### config.mk
export PLATFORM = sky130hd
export DESIGN_NAME = modular_exponentiation_core
export DESIGN_NICKNAME = d
export VERILOG_FILES = /design/src/rtl/core/mexp_pkg.sv /design/src/rtl/core/mexp_dp.sv /design/src/rtl/core/mexp_ctrl.sv /design/src/rtl/core/modular_exponentiation_core.sv
export SDC_FILE = /design/constraint.sdc
export NUM_CORES = 1
export LEC_CHECK = 0
export ABC_AREA = 0
export ABC_CLOCK_PERIOD_IN_PS = 11800
export CAP_MARGIN = 40
export CORE_MARGIN = 3
export CORE_UTILIZATION = 60
export CTS_CLUSTER_SIZE = 12
export DETAILED_ROUTE_END_ITERATION = 6
export DONT_BUFFER_PORTS = 1
export PLACE_DENSITY = 0.76
export SLEW_MARGIN = 20
export SYNTH_ARGS = -nofsm -noshare
export SYNTH_HDL_FRONTEND = slang
export SYNTH_SLANG_ARGS = --single-unit
### constraint.sdc
create_clock -name clk -period 11.8 [get_ports clk]
set_input_delay 1.18 -clock clk [delete_from_list [all_inputs] [get_ports clk]]
set_output_delay 1.18 -clock clk [all_outputs]
set_load 0.1 [all_outputs]
### src/rtl/core/mexp_pkg.sv
// Shared types and constants for the modular exponentiation core.
// Used by mexp_ctrl, mexp_dp, modular_exponentiation_core and the testbench; no dependencies.
`timescale 1ns / 1ps

package mexp_pkg;

	localparam int WIDTH = 32;
	localparam int CNT_W = (WIDTH > 1) ? $clog2(WIDTH) : 1;
	localparam int IN_W  = ((3 * WIDTH + 7) / 8) * 8;
	localparam int OUT_W = ((WIDTH + 1 + 7) / 8) * 8;

	typedef enum logic [3:0] {
		ST_IDLE,
		ST_CHECK,
		ST_REDUCE,
		ST_SQ_START,
		ST_SQUARE,
		ST_BM_START,
		ST_MULT,
		ST_NEXT_BIT,
		ST_FINISH
	} state_t;

	// Commands from the controller to the datapath
	typedef struct packed {
		logic load;         // capture operands, begin base reduction
		logic step;         // one shift-add-reduce step
		logic commit_base;  // write step result to reduced base
		logic commit_v;     // write step result to running value
		logic sq_start;     // set up v * v
		logic bm_start;     // set up v * base
		logic exp_shift;    // advance to next exponent bit
		logic emit;         // write result register
	} dp_cmd_t;

	// Status from the datapath to the controller
	typedef struct packed {
		logic step_last;
		logic exp_last;
		logic exp_bit;
		logic mod_zero;
		logic exp_zero;
	} dp_status_t;

endpackage

### src/rtl/core/mexp_dp.sv
// Datapath of the modular exponentiation core: operand registers and a
// shared shift-add-reduce unit. Depends on mexp_pkg.
`timescale 1ns / 1ps

module mexp_dp (
	input  logic                     clk,
	input  logic                     arst_n,
	input  mexp_pkg::dp_cmd_t        cmd,
	output mexp_pkg::dp_status_t     status,
	input  logic [mexp_pkg::WIDTH-1:0] in_base,
	input  logic [mexp_pkg::WIDTH-1:0] in_exponent,
	input  logic [mexp_pkg::WIDTH-1:0] in_modulus,
	output logic [mexp_pkg::WIDTH-1:0] power_mod,
	output logic                     modulus_error
);

	localparam int W = mexp_pkg::WIDTH;
	localparam int CW = mexp_pkg::CNT_W;

	logic [W-1:0]  base_q, exp_q, mod_q, v_q, r_q, a_q, b_q;
	logic [CW-1:0] cnt_q, ecnt_q;
	logic          red_q, mod_zero_q, exp_zero_q;
	logic [W-1:0]  res_q;
	logic          err_q;

	logic          b_msb;
	logic [W-1:0]  addend;
	logic [W+2:0]  t, d1, d2;
	logic [W-1:0]  r_next;

	// r_next = (2r + addend) mod m; the sum stays below 3m
	always_comb begin
		b_msb = b_q[W-1];
		if (red_q) begin
			addend = {{(W-1){1'b0}}, b_msb};
		end else begin
			addend = b_msb ? a_q : '0;
		end
		t  = {2'b00, r_q, 1'b0} + {3'b000, addend};
		d1 = t - {3'b000, mod_q};
		d2 = t - {2'b00, mod_q, 1'b0};
		if (!d2[W+2]) begin
			r_next = d2[W-1:0];
		end else if (!d1[W+2]) begin
			r_next = d1[W-1:0];
		end else begin
			r_next = t[W-1:0];
		end
	end

	always_ff @(posedge clk or negedge arst_n) begin
		if (!arst_n) begin
			red_q      <= 1'b0;
			mod_zero_q <= 1'b0;
			exp_zero_q <= 1'b0;
			cnt_q      <= '0;
			ecnt_q     <= '0;
		end else begin
			if (cmd.load) begin
				red_q      <= 1'b1;
				mod_zero_q <= (in_modulus == '0);
				exp_zero_q <= (in_exponent == '0);
				cnt_q      <= CW'(W - 1);
				ecnt_q     <= CW'(W - 1);
			end else if (cmd.sq_start || cmd.bm_start) begin
				red_q <= 1'b0;
				cnt_q <= CW'(W - 1);
			end else if (cmd.step) begin
				cnt_q <= cnt_q - 1'b1;
			end
			if (cmd.exp_shift) begin
				ecnt_q <= ecnt_q - 1'b1;
			end
		end
	end

	always_ff @(posedge clk) begin
		if (cmd.load) begin
			base_q <= in_base;
			exp_q  <= in_exponent;
			mod_q  <= in_modulus;
			v_q    <= (in_modulus == W'(1)) ? '0 : W'(1);
			r_q    <= '0;
			a_q    <= '0;
			b_q    <= in_base;
		end else if (cmd.sq_start) begin
			r_q <= '0;
			a_q <= v_q;
			b_q <= v_q;
		end else if (cmd.bm_start) begin
			r_q <= '0;
			a_q <= base_q;
			b_q <= v_q;
		end else if (cmd.step) begin
			r_q <= r_next;
			b_q <= {b_q[W-2:0], 1'b0};
		end
		if (cmd.commit_base) begin
			base_q <= r_next;
		end
		if (cmd.commit_v) begin
			v_q <= r_next;
		end
		if (cmd.exp_shift) begin
			exp_q <= {exp_q[W-2:0], 1'b0};
		end
		if (cmd.emit) begin
			err_q <= mod_zero_q;
			if (mod_zero_q) begin
				res_q <= '0;
			end else if (exp_zero_q) begin
				res_q <= W'(1);
			end else begin
				res_q <= v_q;
			end
		end
	end

	always_comb begin
		status.step_last = (cnt_q == '0);
		status.exp_last  = (ecnt_q == '0);
		status.exp_bit   = exp_q[W-1];
		status.mod_zero  = mod_zero_q;
		status.exp_zero  = exp_zero_q;
	end

	assign power_mod     = res_q;
	assign modulus_error = err_q;

endmodule

### src/rtl/core/mexp_ctrl.sv
// Controller of the modular exponentiation core: sequences reduction,
// squarings and multiplications, and owns the handshakes. Depends on mexp_pkg.
`timescale 1ns / 1ps

module mexp_ctrl (
	input  logic                   clk,
	input  logic                   arst_n,
	input  logic                   in_valid,
	output logic                   in_ready,
	output logic                   out_valid,
	input  logic                   out_ready,
	output mexp_pkg::dp_cmd_t      cmd,
	input  mexp_pkg::dp_status_t   status
);

	mexp_pkg::state_t state_q, state_d;
	logic             out_valid_q;

	always_ff @(posedge clk or negedge arst_n) begin
		if (!arst_n) begin
			state_q     <= mexp_pkg::ST_IDLE;
			out_valid_q <= 1'b0;
		end else begin
			state_q <= state_d;
			if (cmd.emit) begin
				out_valid_q <= 1'b1;
			end else if (out_ready) begin
				out_valid_q <= 1'b0;
			end
		end
	end

	always_comb begin
		state_d  = state_q;
		cmd      = '0;
		in_ready = 1'b0;
		case (state_q)
			mexp_pkg::ST_IDLE: begin
				in_ready = 1'b1;
				if (in_valid) begin
					cmd.load = 1'b1;
					state_d  = mexp_pkg::ST_CHECK;
				end
			end
			mexp_pkg::ST_CHECK: begin
				if (status.mod_zero || status.exp_zero) begin
					state_d = mexp_pkg::ST_FINISH;
				end else begin
					state_d = mexp_pkg::ST_REDUCE;
				end
			end
			mexp_pkg::ST_REDUCE: begin
				cmd.step = 1'b1;
				if (status.step_last) begin
					cmd.commit_base = 1'b1;
					state_d         = mexp_pkg::ST_SQ_START;
				end
			end
			mexp_pkg::ST_SQ_START: begin
				cmd.sq_start = 1'b1;
				state_d      = mexp_pkg::ST_SQUARE;
			end
			mexp_pkg::ST_SQUARE: begin
				cmd.step = 1'b1;
				if (status.step_last) begin
					cmd.commit_v = 1'b1;
					state_d = status.exp_bit ? mexp_pkg::ST_BM_START : mexp_pkg::ST_NEXT_BIT;
				end
			end
			mexp_pkg::ST_BM_START: begin
				cmd.bm_start = 1'b1;
				state_d      = mexp_pkg::ST_MULT;
			end
			mexp_pkg::ST_MULT: begin
				cmd.step = 1'b1;
				if (status.step_last) begin
					cmd.commit_v = 1'b1;
					state_d      = mexp_pkg::ST_NEXT_BIT;
				end
			end
			mexp_pkg::ST_NEXT_BIT: begin
				cmd.exp_shift = 1'b1;
				state_d = status.exp_last ? mexp_pkg::ST_FINISH : mexp_pkg::ST_SQ_START;
			end
			mexp_pkg::ST_FINISH: begin
				// hold until the output register is free
				if (!out_valid_q || out_ready) begin
					cmd.emit = 1'b1;
					state_d  = mexp_pkg::ST_IDLE;
				end
			end
			default: begin
				state_d = mexp_pkg::ST_IDLE;
			end
		endcase
	end

	assign out_valid = out_valid_q;

endmodule

### src/rtl/core/modular_exponentiation_core.sv
// Modular exponentiation core: base^exponent mod modulus by square-and-multiply.
// A zero modulus or zero exponent goes straight to the result; otherwise one squaring
// per exponent bit and one multiplication per set exponent bit follow the base reduction.
// Throughput: one transaction at a time; the rate is set by the shared
// shift-add-reduce unit, one multiplier bit per cycle.
// Reset: arst_n clears the controller, the output valid and the datapath flags and counters; no clearing pass.
`timescale 1ns / 1ps

module modular_exponentiation_core (
	input  logic                        clk,
	input  logic                        arst_n,
	input  logic                        s_tvalid,
	output logic                        s_tready,
	input  logic [mexp_pkg::IN_W-1:0]   s_tdata,  // base, exponent, modulus
	output logic                        m_tvalid,
	input  logic                        m_tready,
	output logic [mexp_pkg::OUT_W-1:0]  m_tdata   // power_mod, modulus_error, zero fill
);

	localparam int W = mexp_pkg::WIDTH;

	mexp_pkg::dp_cmd_t    cmd;
	mexp_pkg::dp_status_t status;
	logic [W-1:0]         power_mod;
	logic                 modulus_error;

	mexp_ctrl u_ctrl (
		.clk       (clk),
		.arst_n    (arst_n),
		.in_valid  (s_tvalid),
		.in_ready  (s_tready),
		.out_valid (m_tvalid),
		.out_ready (m_tready),
		.cmd       (cmd),
		.status    (status)
	);

	mexp_dp u_dp (
		.clk           (clk),
		.arst_n        (arst_n),
		.cmd           (cmd),
		.status        (status),
		.in_base       (s_tdata[W-1:0]),
		.in_exponent   (s_tdata[2*W-1:W]),
		.in_modulus    (s_tdata[3*W-1:2*W]),
		.power_mod     (power_mod),
		.modulus_error (modulus_error)
	);

	assign m_tdata = {{(mexp_pkg::OUT_W - W - 1){1'b0}}, modulus_error, power_mod};

endmodule

==> metrics <==
status=finished, final reports clean; vias per cell=6.43; worst reg2reg path depth=23; die area=0.0305 mm²; largest net degree at the start of global routing=73; ant diodes=0; CTS Buffer Depth=3; mapped cell area=0.0171 mm²; Final ANT Viol Nets=0; kind of cell adding the most delay to the critical path=compound AO/OA/AOI/OAI gates; FP Rows=61; Initial Util=61.2%; CP Cell Sequence=nor2b_2 -> buf_4 -> and2_1 -> ha_1 -> inv_1 -> fa_1 -> nand2b_1 -> a21oi_1 -> o21ai_1 -> a21o_1 -> o21ai_0 -> a31oi_1 -> xnor2_1 -> ha_1 -> a21o_1 -> a21o_1 -> a21o_1 -> a221o_1 -> nor3b_2 -> o2111a_1 -> nor2_1 -> a311oi_1 -> mux2_2; initial antenna violation count=0; critical path class=register to register; grt total ovfl=0; clk root buf=clkbuf_16; reg-to-reg slack, setup=4.56 ns; RSZ-0062 raised after global routing=false; GP Congestion=0.930; number of max-cap violations=0; worst stage delay on the critical path=0.78 ns; All-Layer GR Usage=28.2%; Area contributors post-synth=edfxtp_1, dfxtp_1, ha_1, mux2i_1, nand2_1; clk_skew=0.0318 ns; CP arrival=7.66 ns; count leader, synth=edfxtp_1; worst skew pair latency=0.58 ns; Routed wire per std cell=21.0 µm; post-route cell area=0.0184 mm²; Initial DRC Count=1502; final hold vios=0; CP Launch Type=register; Synth Register Bits=275; deepest level of the CTS H-tree=1; first-pass GRT wire length=69200 µm; DR pass1 iterations=5; Async SR Flop Fraction=6.55%; FF-to-FF Start=u_dp.red_q; CP max FO=31; Clk pin slew, worst setup/hold paths=0.06 ns; share of the synthesized area in the top cell type=33.7%; Slowest-stage cell, CP=a311oi_1; I/O Pins=142; WP buf/inv=2; Hold Crit Class=input port to async pin; vias in the first global route=12500; Setup TNS Final=0 ns; Syn Inst Count=1730; post-synth cell types=84; Least-Margin Pin Slew=0.894 ns; routed wire length=44100 µm; Max Slew Vio Count=0; most frequent CP cell=a21o_1; Highest Clock Rate=138 MHz; Area Overhead vs Synth=7.66%; I/O Buffers=0; CTS sink count=275; register area share after synthesis=44.0%; # setup viols final=0; post-DP HPWL=32800 µm; via count=13500; cts repair resizes=0; CTS buffer count=29; period utilization=61.3%; Yosys Warn Count=0; Placeable Area=0.0279 mm²; CTS tree=done; share of cells above drive strength 1=6.62%; Synth area leader=edfxtp_1; Post-Route Utilization=65.9%; Tmin final=7.24 ns; Post-synth EDFFs=192; Die Y=175 µm; Final #Nets=1899; RR Endpoint=u_dp.base_q[5]; CTS Hold Bufs=0; Avg Cell Area, Syn=9.88 µm²; CP Capture Type=register; Synth top cells by count=edfxtp_1, nand2_1, nor2_1; number of post-CTS setup repair buffers=0; Slew Limit Headroom=40.5%; Post-route DRC=0; DIE WIDTH=175 µm; Most used DFF post-synth=edfxtp_1; Req. time, crit path=12.23 ns; dpl cell area=0.0175 mm²
-- layer usage --
layer / track usage, % / part of all wire (%)
met1: 45.2 / 48
met2: 40.2 / 41
met3: 4.37 / 8.9
met4: 5.88 / 2.0
met5: 0 / 0
-- cell type report --
class | instances | area, µm²
inverters | 59 | 224
clock inverters | 6 | 50.0
repair buffers | 29 | 297
fillers | 2289 | 9540
clock buffers | 48 | 847
flip-flops and latches | 275 | 7520
multi-input cells | 1305 | 8990
well taps | 378 | 473
-- sequential cells by signal (all words and copies together) (netlist names), 4 cells and up --
register	cells
u_dp.mod_q	32
u_dp.ecnt_q	5
u_dp.cnt_q	5
u_dp.power_mod	32
u_dp.exp_q	32
u_ctrl.state_q	4
u_dp.v_q	32
u_dp.r_q	32
u_dp.b_q	32
u_dp.a_q	32
u_dp.base_q	32
-- worst max path at each step --
stage | slack (ns) | endpoint | from | depth (start not counted)
finish | 4.56 | u_dp.base_q[5] | u_dp.red_q | 23
global route | 4.25 | u_dp.base_q[5] | u_dp.red_q | 23
CTS | 4.68 | u_dp.base_q[5] | u_dp.red_q | 23
detailed placement | 4.72 | u_dp.base_q[5] | u_dp.red_q | 23
global placement | 4.89 | u_dp.base_q[13] | u_dp.red_q | 25
floorplan | 5.59 | u_dp.mod_q[0] | u_ctrl.state_q[2] | 6
-- metrics by stage --
step,std cells,setup WS [ns],hold slack (ns)
after detailed placement,2046,4.72,0.451
final,2100,4.56,0.297
after global placement,2039,4.89,0.442
after CTS,2100,4.68,0.284
after floorplan,1736,5.59,0.432
after global routing,2100,4.25,0.280
-- logic make-up (layout without fill, tap and decap cells) --
kind of cell,after synthesis,count (layout),share of synthesized area [%]
other cells,1,7,0.0219
xor+xnor,86,86,4.41
simple gates,524,524,15.1
flops,275,275,44.0
buf+inv,156,142,3.84
fa+ha+maj,100,100,7.45
compound gates,509,509,20.4
mux,79,79,4.74
-- layout by cell type (no fill, tap or decap), types with 16 or more instances in the layout --
cell | Yosys | routed
a211oi_1 | 56 | 56
a21o_1 | 52 | 52
a21oi_1 | 95 | 95
a22o_1 | 42 | 42
a31oi_1 | 18 | 18
and2_1 | 82 | 82
and3_1 | 20 | 20
buf_4 | 10 | 21
clkbuf_16 | 0 | 29
dfrtp_1 | 18 | 18
dfxtp_1 | 65 | 65
edfxtp_1 | 192 | 192
ha_1 | 97 | 97
inv_1 | 59 | 58
mux2_2 | 16 | 16
mux2i_1 | 63 | 63
nand2_1 | 144 | 143
nand2b_1 | 21 | 21
nand3_1 | 27 | 27
nand4_1 | 17 | 17
nor2_1 | 120 | 118
nor3_1 | 29 | 25
nor4_1 | 25 | 24
o21ai_0 | 105 | 105
xnor2_1 | 57 | 57
xor2_1 | 29 | 29
Power is left out: the tool's default activity adds up to more than one toggle a clock period on the data nets, which glitch-free logic cannot reach.
